[src/teq_pkg.sv]
// ----------------------------------------------------------------------------
// teq_pkg
// shared constants, codes and control types of the timed event queue
// ----------------------------------------------------------------------------
package teq_pkg;

   localparam int CAPACITY = 32;
   localparam int IDX_W    = $clog2(CAPACITY);
   localparam int CNT_W    = $clog2(CAPACITY + 1);
   localparam int CMP_W    = 9;

   localparam int TIME_W    = 32;
   localparam int HANDLER_W = 8;
   localparam int PAYLOAD_W = 56;
   localparam int SLOT_W    = 8;
   localparam int ENTRY_W   = TIME_W + HANDLER_W + PAYLOAD_W;

   // command codes
   localparam logic [1:0] CMD_SCHEDULE = 2'd0;
   localparam logic [1:0] CMD_CANCEL   = 2'd1;
   localparam logic [1:0] CMD_POP      = 2'd2;

   // status codes
   localparam logic [1:0] ST_DONE    = 2'd0;
   localparam logic [1:0] ST_FULL    = 2'd1;
   localparam logic [1:0] ST_EMPTY   = 2'd2;
   localparam logic [1:0] ST_IGNORED = 2'd3;

   // controller to datapath
   typedef struct packed {
      logic latch;
      logic scan_read;
      logic fetch;
      logic commit;
   } teq_cmd_type;

   // datapath to controller
   typedef struct packed {
      logic [1:0] command;
      logic       used_zero;
      logic       scan_last;
   } teq_sts_type;

endpackage

[src/timed_event_queue_with_cancel_top.sv]
// schedule, cancel and a pop on a table with no used slots go from acceptance straight to the result state
// a pop over a non-empty table reads each used slot once, then passes a drain state and the winner fetch
// throughput: one command in flight; the next req beat is taken once the result is registered
// the result register lets a new command start while the previous result beat waits
// reset: synchronous, active high; clears used count, dead flags, sequencer and rsp_valid
// ----------------------------------------------------------------------------
// timed_event_queue_with_cancel_top
// table of timed events with schedule, cancel by slot and pop of the earliest
// live event; ties go to the lower slot, slots are never reused
// ----------------------------------------------------------------------------
module timed_event_queue_with_cancel_top (
   input  logic                               clock,
   input  logic                               reset,
   // request channel
   input  logic                               req_valid,
   output logic                               req_stall,
   input  logic [1:0]                         req_command,
   input  logic [teq_pkg::TIME_W-1:0]         req_event_time,
   input  logic [teq_pkg::HANDLER_W-1:0]      req_handler_id,
   input  logic [teq_pkg::PAYLOAD_W-1:0]      req_payload,
   input  logic [teq_pkg::SLOT_W-1:0]         req_token,
   // response channel
   output logic                               rsp_valid,
   input  logic                               rsp_stall,
   output logic [1:0]                         rsp_status,
   output logic [teq_pkg::SLOT_W-1:0]         rsp_slot,
   output logic [teq_pkg::TIME_W-1:0]         rsp_fire_time,
   output logic [teq_pkg::HANDLER_W-1:0]      rsp_fire_handler,
   output logic [teq_pkg::PAYLOAD_W-1:0]      rsp_fire_payload
);

   // sequencer commands and datapath status
   teq_pkg::teq_cmd_type cmd;
   teq_pkg::teq_sts_type sts;

   // sequencer: idle, slot scan, last compare, winner fetch, result hand-off
   teq_ctrl u_ctrl (
      .clock     (clock),
      .reset     (reset),
      .req_valid (req_valid),
      .req_stall (req_stall),
      .rsp_valid (rsp_valid),
      .rsp_stall (rsp_stall),
      .sts       (sts),
      .cmd       (cmd)
   );

   // datapath: event ram, dead flags, running minimum and result register
   teq_dp u_dp (
      .clock            (clock),
      .reset            (reset),
      .req_command      (req_command),
      .req_event_time   (req_event_time),
      .req_handler_id   (req_handler_id),
      .req_payload      (req_payload),
      .req_token        (req_token),
      .cmd              (cmd),
      .sts              (sts),
      .rsp_status       (rsp_status),
      .rsp_slot         (rsp_slot),
      .rsp_fire_time    (rsp_fire_time),
      .rsp_fire_handler (rsp_fire_handler),
      .rsp_fire_payload (rsp_fire_payload)
   );

endmodule

[src/teq_ram.sv]
// ----------------------------------------------------------------------------
// teq_ram
// generic single write, single read ram with registered read data
// ----------------------------------------------------------------------------
module teq_ram #(
   parameter int WIDTH = 8,
   parameter int DEPTH = 32
) (
   input  logic                     clock,
   input  logic                     wr_en,
   input  logic [$clog2(DEPTH)-1:0] wr_addr,
   input  logic [WIDTH-1:0]         wr_data,
   input  logic                     rd_en,
   input  logic [$clog2(DEPTH)-1:0] rd_addr,
   output logic [WIDTH-1:0]         rd_data
);

   logic [WIDTH-1:0] mem_ff [DEPTH];
   logic [WIDTH-1:0] rd_data_ff;

   always_ff @(posedge clock) begin
      if (wr_en) begin
         mem_ff[wr_addr] <= wr_data;
      end
      if (rd_en) begin
         rd_data_ff <= mem_ff[rd_addr];
      end
   end

   assign rd_data = rd_data_ff;

endmodule

[src/teq_ctrl.sv]
// ----------------------------------------------------------------------------
// teq_ctrl
// command sequencer: accept, slot scan, winner fetch and result hand-off
// ----------------------------------------------------------------------------
module teq_ctrl (
   input  logic                 clock,
   input  logic                 reset,
   input  logic                 req_valid,
   output logic                 req_stall,
   output logic                 rsp_valid,
   input  logic                 rsp_stall,
   input  teq_pkg::teq_sts_type sts,
   output teq_pkg::teq_cmd_type cmd
);

   localparam logic [2:0] S_IDLE   = 3'd0;
   localparam logic [2:0] S_SCAN   = 3'd1;
   localparam logic [2:0] S_DRAIN  = 3'd2;
   localparam logic [2:0] S_FETCH  = 3'd3;
   localparam logic [2:0] S_RESULT = 3'd4;

   logic [2:0] state_ff;
   logic [2:0] state_in;
   logic       rsp_valid_ff;
   logic       rsp_valid_in;
   logic       accept;
   logic       out_free;

   assign accept   = req_valid && (state_ff == S_IDLE);
   assign out_free = !rsp_valid_ff || !rsp_stall;

   always_comb begin
      state_in      = state_ff;
      cmd.latch     = 1'b0;
      cmd.scan_read = 1'b0;
      cmd.fetch     = 1'b0;
      cmd.commit    = 1'b0;
      rsp_valid_in  = rsp_valid_ff && rsp_stall;
      unique case (state_ff)
         S_IDLE: begin
            if (accept) begin
               cmd.latch = 1'b1;
               state_in  = S_RESULT;
            end
         end
         S_SCAN: begin
            cmd.scan_read = 1'b1;
            if (sts.scan_last) begin
               state_in = S_DRAIN;
            end
         end
         S_DRAIN: begin
            state_in = S_FETCH;
         end
         S_FETCH: begin
            cmd.fetch = 1'b1;
            state_in  = S_RESULT;
         end
         S_RESULT: begin
            if (out_free) begin
               cmd.commit   = 1'b1;
               rsp_valid_in = 1'b1;
               state_in     = S_IDLE;
            end
         end
         default: begin
            state_in = S_IDLE;
         end
      endcase
      // a pop over a non-empty table walks the slots first
      if (accept && (sts.command == teq_pkg::CMD_POP) && !sts.used_zero) begin
         state_in = S_SCAN;
      end
   end

   always_ff @(posedge clock) begin
      if (reset) begin
         state_ff     <= S_IDLE;
         rsp_valid_ff <= 1'b0;
      end else begin
         state_ff     <= state_in;
         rsp_valid_ff <= rsp_valid_in;
      end
   end

   assign req_stall = (state_ff != S_IDLE);
   assign rsp_valid = rsp_valid_ff;

endmodule

[src/teq_dp.sv]
// ----------------------------------------------------------------------------
// teq_dp
// event table, live flags, minimum search and result register
// ----------------------------------------------------------------------------
module teq_dp (
   input  logic                               clock,
   input  logic                               reset,
   input  logic [1:0]                         req_command,
   input  logic [teq_pkg::TIME_W-1:0]         req_event_time,
   input  logic [teq_pkg::HANDLER_W-1:0]      req_handler_id,
   input  logic [teq_pkg::PAYLOAD_W-1:0]      req_payload,
   input  logic [teq_pkg::SLOT_W-1:0]         req_token,
   input  teq_pkg::teq_cmd_type               cmd,
   output teq_pkg::teq_sts_type               sts,
   output logic [1:0]                         rsp_status,
   output logic [teq_pkg::SLOT_W-1:0]         rsp_slot,
   output logic [teq_pkg::TIME_W-1:0]         rsp_fire_time,
   output logic [teq_pkg::HANDLER_W-1:0]      rsp_fire_handler,
   output logic [teq_pkg::PAYLOAD_W-1:0]      rsp_fire_payload
);

   localparam int IDX_W = teq_pkg::IDX_W;
   localparam int CNT_W = teq_pkg::CNT_W;
   localparam int EW    = teq_pkg::ENTRY_W;

   // latched request
   logic [1:0]                    cmd_ff;
   logic [teq_pkg::TIME_W-1:0]    time_ff;
   logic [teq_pkg::HANDLER_W-1:0] handler_ff;
   logic [teq_pkg::PAYLOAD_W-1:0] payload_ff;
   logic [teq_pkg::SLOT_W-1:0]    token_ff;

   // table control
   logic [CNT_W-1:0]              used_ff;
   logic [teq_pkg::CAPACITY-1:0]  dead_ff;

   // scan
   logic [IDX_W-1:0]              scan_idx_ff;
   logic                          scan_vld_ff;
   logic [IDX_W-1:0]              rd_idx_ff;
   logic                          found_ff;
   logic [IDX_W-1:0]              best_ff;
   logic [teq_pkg::TIME_W-1:0]    best_time_ff;

   // result register
   logic [1:0]                    status_ff;
   logic [teq_pkg::SLOT_W-1:0]    slot_ff;
   logic [teq_pkg::TIME_W-1:0]    fire_time_ff;
   logic [teq_pkg::HANDLER_W-1:0] fire_handler_ff;
   logic [teq_pkg::PAYLOAD_W-1:0] fire_payload_ff;

   logic                          full;
   logic                          sched_ok;
   logic                          cancel_ok;
   logic                          pop_ok;
   logic [1:0]                    status_in;
   logic [teq_pkg::SLOT_W-1:0]    slot_in;
   logic                          ram_wr;
   logic                          ram_rd;
   logic [IDX_W-1:0]              ram_raddr;
   logic [EW-1:0]                 ram_rdata;
   logic [teq_pkg::TIME_W-1:0]    rd_time;
   logic                          take;

   assign full      = (used_ff == CNT_W'(teq_pkg::CAPACITY));
   assign ram_wr    = cmd.commit && sched_ok;
   assign ram_rd    = cmd.scan_read || cmd.fetch;
   assign ram_raddr = cmd.fetch ? best_ff : scan_idx_ff;
   assign rd_time   = ram_rdata[EW-1 -: teq_pkg::TIME_W];
   assign take      = scan_vld_ff && !dead_ff[rd_idx_ff] &&
                      (!found_ff || (rd_time < best_time_ff));

   teq_ram #(
      .WIDTH (EW),
      .DEPTH (teq_pkg::CAPACITY)
   ) u_table (
      .clock   (clock),
      .wr_en   (ram_wr),
      .wr_addr (used_ff[IDX_W-1:0]),
      .wr_data ({time_ff, handler_ff, payload_ff}),
      .rd_en   (ram_rd),
      .rd_addr (ram_raddr),
      .rd_data (ram_rdata)
   );

   // result decode
   always_comb begin
      sched_ok  = 1'b0;
      cancel_ok = 1'b0;
      pop_ok    = 1'b0;
      status_in = teq_pkg::ST_IGNORED;
      slot_in   = '0;
      unique case (cmd_ff)
         teq_pkg::CMD_SCHEDULE: begin
            if (full) begin
               status_in = teq_pkg::ST_FULL;
            end else begin
               sched_ok  = 1'b1;
               status_in = teq_pkg::ST_DONE;
               slot_in   = teq_pkg::SLOT_W'(used_ff[IDX_W-1:0]);
            end
         end
         teq_pkg::CMD_CANCEL: begin
            if ({1'b0, token_ff} < teq_pkg::CMP_W'(used_ff)) begin
               cancel_ok = 1'b1;
               status_in = teq_pkg::ST_DONE;
               slot_in   = token_ff;
            end
         end
         teq_pkg::CMD_POP: begin
            if (found_ff) begin
               pop_ok    = 1'b1;
               status_in = teq_pkg::ST_DONE;
               slot_in   = teq_pkg::SLOT_W'(best_ff);
            end else begin
               status_in = teq_pkg::ST_EMPTY;
            end
         end
         default: begin
            status_in = teq_pkg::ST_IGNORED;
         end
      endcase
   end

   // control state
   always_ff @(posedge clock) begin
      if (reset) begin
         used_ff     <= '0;
         dead_ff     <= '0;
         scan_vld_ff <= 1'b0;
         found_ff    <= 1'b0;
         scan_idx_ff <= '0;
      end else begin
         scan_vld_ff <= cmd.scan_read;
         if (cmd.latch) begin
            found_ff    <= 1'b0;
            scan_idx_ff <= '0;
         end
         if (cmd.scan_read) begin
            scan_idx_ff <= scan_idx_ff + 1'b1;
         end
         if (take) begin
            found_ff <= 1'b1;
         end
         if (cmd.commit) begin
            if (sched_ok) begin
               dead_ff[used_ff[IDX_W-1:0]] <= 1'b0;
               used_ff                     <= used_ff + 1'b1;
            end
            if (cancel_ok) begin
               dead_ff[token_ff[IDX_W-1:0]] <= 1'b1;
            end
            if (pop_ok) begin
               dead_ff[best_ff] <= 1'b1;
            end
         end
      end
   end

   // payload registers
   always_ff @(posedge clock) begin
      if (cmd.latch) begin
         cmd_ff     <= req_command;
         time_ff    <= req_event_time;
         handler_ff <= req_handler_id;
         payload_ff <= req_payload;
         token_ff   <= req_token;
      end
      rd_idx_ff <= scan_idx_ff;
      if (take) begin
         best_ff      <= rd_idx_ff;
         best_time_ff <= rd_time;
      end
      if (cmd.commit) begin
         status_ff <= status_in;
         slot_ff   <= slot_in;
         if (pop_ok) begin
            fire_time_ff    <= rd_time;
            fire_handler_ff <= ram_rdata[teq_pkg::PAYLOAD_W +: teq_pkg::HANDLER_W];
            fire_payload_ff <= ram_rdata[teq_pkg::PAYLOAD_W-1:0];
         end else begin
            fire_time_ff    <= '0;
            fire_handler_ff <= '0;
            fire_payload_ff <= '0;
         end
      end
   end

   assign sts.command   = req_command;
   assign sts.used_zero = (used_ff == '0);
   assign sts.scan_last = ((CNT_W'(scan_idx_ff) + 1'b1) == used_ff);

   assign rsp_status       = status_ff;
   assign rsp_slot         = slot_ff;
   assign rsp_fire_time    = fire_time_ff;
   assign rsp_fire_handler = fire_handler_ff;
   assign rsp_fire_payload = fire_payload_ff;

endmodule

[config.mk]
export PLATFORM = sky130hd
export DESIGN_NAME = timed_event_queue_with_cancel_top
export DESIGN_NICKNAME = d
export VERILOG_FILES = /design/src/teq_pkg.sv /design/src/timed_event_queue_with_cancel_top.sv /design/src/teq_ram.sv /design/src/teq_ctrl.sv /design/src/teq_dp.sv
export SDC_FILE = /design/constraint.sdc
export NUM_CORES = 2
export LEC_CHECK = 0
export BUFFER_PORTS_ARGS = -buffer_cell sky130_fd_sc_hd__buf_2
export CORE_UTILIZATION = 54
export CTS_BUF_LIST = sky130_fd_sc_hd__clkbuf_4
export CTS_CLUSTER_SIZE = 16
export DETAILED_ROUTE_END_ITERATION = 16
export PLACE_DENSITY_LB_ADDON = 0.3
export SLEW_MARGIN = 20
export SYNTH_ARGS = -nofsm -noshare
export SYNTH_HDL_FRONTEND = slang
export SYNTH_SLANG_ARGS = --single-unit
export TNS_END_PERCENT = 50
[constraint.sdc]
create_clock -name clock -period 31.8 [get_ports clock]
set_input_delay 6.36 -clock clock [delete_from_list [all_inputs] [get_ports clock]]
set_output_delay 6.36 -clock clock [all_outputs]
set_load 0.005 [all_outputs]
==> flow_summary_export.csv <==
group,metric,value,unit
clocking,worst_setup_hold_path_clk_slew,0.07,ns
final_layout,flow.area_growth_from_synthesis,11.3,%
placement,place_hpwl,198,mm
timing,timing.final.hold_violations,0,
floorplan,start_util,54.5,%
synth,synth_cell_type_count,66,
routing,vias_per_cell,6.19,
pwr,power-per-cell-area,57.9,nW/µm²
placement,io_buffer_count,217,
worst_setup_path,crit_path_max_fanout,48,
run_status,outcome,"complete, no violations",
timing,slew_viol_final,0,
routing,post-route-drc-count,0,
global_routing,pin_count_of_the_biggest_net_entering_global_routing,172,
timing,max-slew-margin-rel,21.8,%
clocking,worst_skew_pair.late_latency,1.44,ns
timing,max_freq,110,MHz
synth,syn_avg_cell_area,15.3,µm²
timing,finalSetupViolCount,0,
global_routing,met3_usage,5.28,%
floorplan,ioPinCount,218,
routing,detailroute.via_count,83700,
pwr,p_leak,0.0518,µW
global_routing,grt_use_met1,39.9,%
final_layout,layout.cells.most_common_list,"3,417 x sky130_fd_sc_hd__edfxtp_1, 1,591 x sky130_fd_sc_hd__nand2_1, 1,191 x sky130_fd_sc_hd__clkbuf_4",
timing,finClkSkew,0.158,ns
routing,firstDrtPassIters,6,
global_routing,vias_in_the_first_global_route,82000,
clocking,cts_buffers,839,
synth,ys.warnings.count,0,
routing,detail-route-antenna-nets,0,
clocking,cts.sinks,3471,
worst_setup_path,worst-setup-path-type,"in -> reg",
global_routing,antenna_found_initial,14,
synth,syn_area,136000,µm²
synth,post_synth_inst_count,8880,
final_layout,fin_nets,9732,
final_layout,final_layout_size_suffix_gt1_share,17.4,%
worst_setup_path,timing.critical_path.from_type,"input pin",
synth,async_flop_share,0,%
pwr,total_power,8780,µW
final_layout,postLayoutCellArea,152000,µm²
synth,postSynthRegisterBits,3471,
routing,drt-initial-drc-count,10500,
timing,tightest_slew,1.17,ns
run,max_cap_violations,0,
global_routing,grtUsageMet2,46.0,%
synth,synth-seq-area-share,76.2,%
global_routing,grt_overflow_total,0,
clocking,cts_setup_buffers,0,
routing,routed_wire_length_per_instance,27.9,µm
placement,final_weighted_congestion_in_routability_driven_placement,0.840,
timing,timing.final.crit_share,28.6,%
synth,ys_dominant_reg_cell,"sky130_fd_sc_hd__edfxtp_1",
floorplan,fp.dieArea,254000,µm²
floorplan,floorplan.rows,183,
global_routing,global_route_wire_length_before_repair,544,mm
global_routing,grtUsageTotal,29.0,%
clocking,h_tree_levels,6,
global_routing,grt-busiest-layer,"met2",
floorplan,die_w,504,µm
timing,setup_repair_after_global_routing_missed_its_margin,"no",
floorplan,die_height,504,µm
timing,clock_period_minus_worst_slack,9.08,ns
worst_setup_path,end_kind,"register",
pwr,vdd.ir_drop.worst,34.1,µV
worst_setup_path,cp.arrival,10.00,ns
timing,finalSetupTns,0,ns
clocking,cts-root-buf,"sky130_fd_sc_hd__clkbuf_4",
worst_setup_path,required,32.72,ns
clocking,cts_hold_buf,0,
clocking,cts_repair_resize_count,0,
clocking,clockBufferDepth,4,
routing,drt-total-wl,377,mm
placement,placed_inst_area,141000,µm²
clocking,tritoncts_clock_tree,"yes",
final_layout,layout.cells.most_common,"sky130_fd_sc_hd__edfxtp_1",
synth,synth_enable_flop_cells,3417,
floorplan,design.core.area,250000,µm²
worst_hold_path,hold_path.class,"reg -> reg",
-- final cells by class --
| cell class | count | area (µm²) |
|---|---|---|
| multi-input combinational | 4574 | 29100 |
| clock inverter | 254 | 1330 |
| inverter | 263 | 1100 |
| fill | 18700 | 98000 |
| sequential | 3471 | 104000 |
| timing repair buffer | 432 | 3250 |
| tap | 3330 | 4170 |
| clock buffer | 1191 | 8940 |
| antenna | 3 | 7.51 |
-- flip-flops by register name, indices dropped and copies added, names as in the netlist, 3 cells and up --
signal                 cells
u_dp.scan_idx_ff           5
u_dp.rsp_fire_time        32
u_dp.u_table.mem_ff     3072
u_dp.rd_idx_ff             5
u_dp.rsp_slot              8
u_dp.token_ff              8
u_dp.handler_ff            8
u_dp.u_table.rd_data      96
u_dp.time_ff              32
u_dp.used_ff               6
u_dp.rsp_fire_handler      8
u_dp.best_ff               5
u_dp.payload_ff           56
u_dp.best_time_ff         32
u_dp.dead_ff              32
u_dp.rsp_fire_payload     56
u_ctrl.state_ff            3
-- Yosys cell counts (4+ instances only) --
library cell	count	share of area (%)
sky130_fd_sc_hd__a211oi_1	503	2.8
sky130_fd_sc_hd__a21o_1	8	0.044
sky130_fd_sc_hd__a21oi_1	29	0.11
sky130_fd_sc_hd__a22o_1	4	0.026
sky130_fd_sc_hd__a311oi_1	165	1.1
sky130_fd_sc_hd__a32oi_1	215	1.4
sky130_fd_sc_hd__and2_1	103	0.47
sky130_fd_sc_hd__and3_1	13	0.060
sky130_fd_sc_hd__buf_1	39	0.11
sky130_fd_sc_hd__buf_2	239	0.88
sky130_fd_sc_hd__buf_4	36	0.20
sky130_fd_sc_hd__clkbuf_1	256	0.71
sky130_fd_sc_hd__dfxtp_1	54	0.79
sky130_fd_sc_hd__edfxtp_1	3417	75
sky130_fd_sc_hd__ha_1	41	0.38
sky130_fd_sc_hd__inv_1	263	0.73
sky130_fd_sc_hd__mux2i_1	828	6.1
sky130_fd_sc_hd__mux4_2	7	0.12
sky130_fd_sc_hd__nand2_1	1591	4.4
sky130_fd_sc_hd__nand3_1	764	2.8
sky130_fd_sc_hd__nand3b_1	10	0.055
sky130_fd_sc_hd__nand4_1	102	0.47
sky130_fd_sc_hd__nor2_1	34	0.094
sky130_fd_sc_hd__nor2_2	4	0.018
sky130_fd_sc_hd__nor2b_1	7	0.032
sky130_fd_sc_hd__nor3_1	8	0.029
sky130_fd_sc_hd__nor3b_1	7	0.039
sky130_fd_sc_hd__o21ai_0	48	0.18
sky130_fd_sc_hd__o32a_1	8	0.059
sky130_fd_sc_hd__or3_1	8	0.037
sky130_fd_sc_hd__or3b_2	5	0.032
sky130_fd_sc_hd__xnor2_1	8	0.051
-- critical path: stages --
cell and delay [ns]:
sky130_fd_sc_hd__buf_2 0.09, sky130_fd_sc_hd__nand2_1 0.16, sky130_fd_sc_hd__nand3_1 0.33, sky130_fd_sc_hd__or3_1 0.60
sky130_fd_sc_hd__nor2_4 0.80, sky130_fd_sc_hd__buf_4 0.67, sky130_fd_sc_hd__buf_4 0.89
-- stage by stage --
step | cells | util (%) | hold WS [ns] | worst slack (ns)
2_1_floorplan | 8881 | - | 0.329 | 12.81
3_3_place_gp | 12000 | 56.3 | 0.481 | 21.46
3_5_place_dp | 12000 | 56.4 | 0.467 | 21.42
4_1_cts | 13500 | 60.5 | 0.435 | 22.84
5_1_grt | 13500 | 60.7 | 0.446 | 22.69
6_report | 13500 | 60.7 | 0.429 | 22.72
-- kinds of logic after synthesis --
logic type / after synthesis / share of synthesized area (%)
flip-flops: 3471 / 76.2
AND/OR/NAND/NOR: 2676 / 8.66
AO/OA/AOI/OAI: 1001 / 5.77
multiplexers: 844 / 6.31
buffers and inverters: 836 / 2.64
adder cells (fa/ha/maj): 41 / 0.377
XOR/XNOR: 10 / 0.0644
other: 1 / 0.00276
-- report_power, final --
group          total [µW]  leakage (µW)  internal [µW]  switching [µW]
Combinational         135        0.0145           32.8             102
Clock                3550       0.00609           1780            1770
Sequential           5090        0.0313           5060            35.5
-- layer usage --
metal	vias up	wire length (µm)
li1	36000	-
met1	41600	145000
met2	5309	179000
met3	803	38400
met4	6	14300
met5	-	43
-- path summary, 6_finish.rpt --
path / end / depth (start not counted) / slack [ns] / from
setup / recovery: u_dp.u_table.mem_ff[6][56] / 7 / 22.72 / rsp_stall
hold / removal: u_dp.best_time_ff[14] / 0 / 0.43 / u_dp.u_table.rd_data[78]
setup reg to reg: u_dp.u_table.rd_data[30] / 10 / 24.73 / u_dp.best_ff[1]
hold reg to reg: u_dp.best_time_ff[14] / 0 / 0.43 / u_dp.u_table.rd_data[78]
Note: power is estimated with default switching activity, not from simulation.
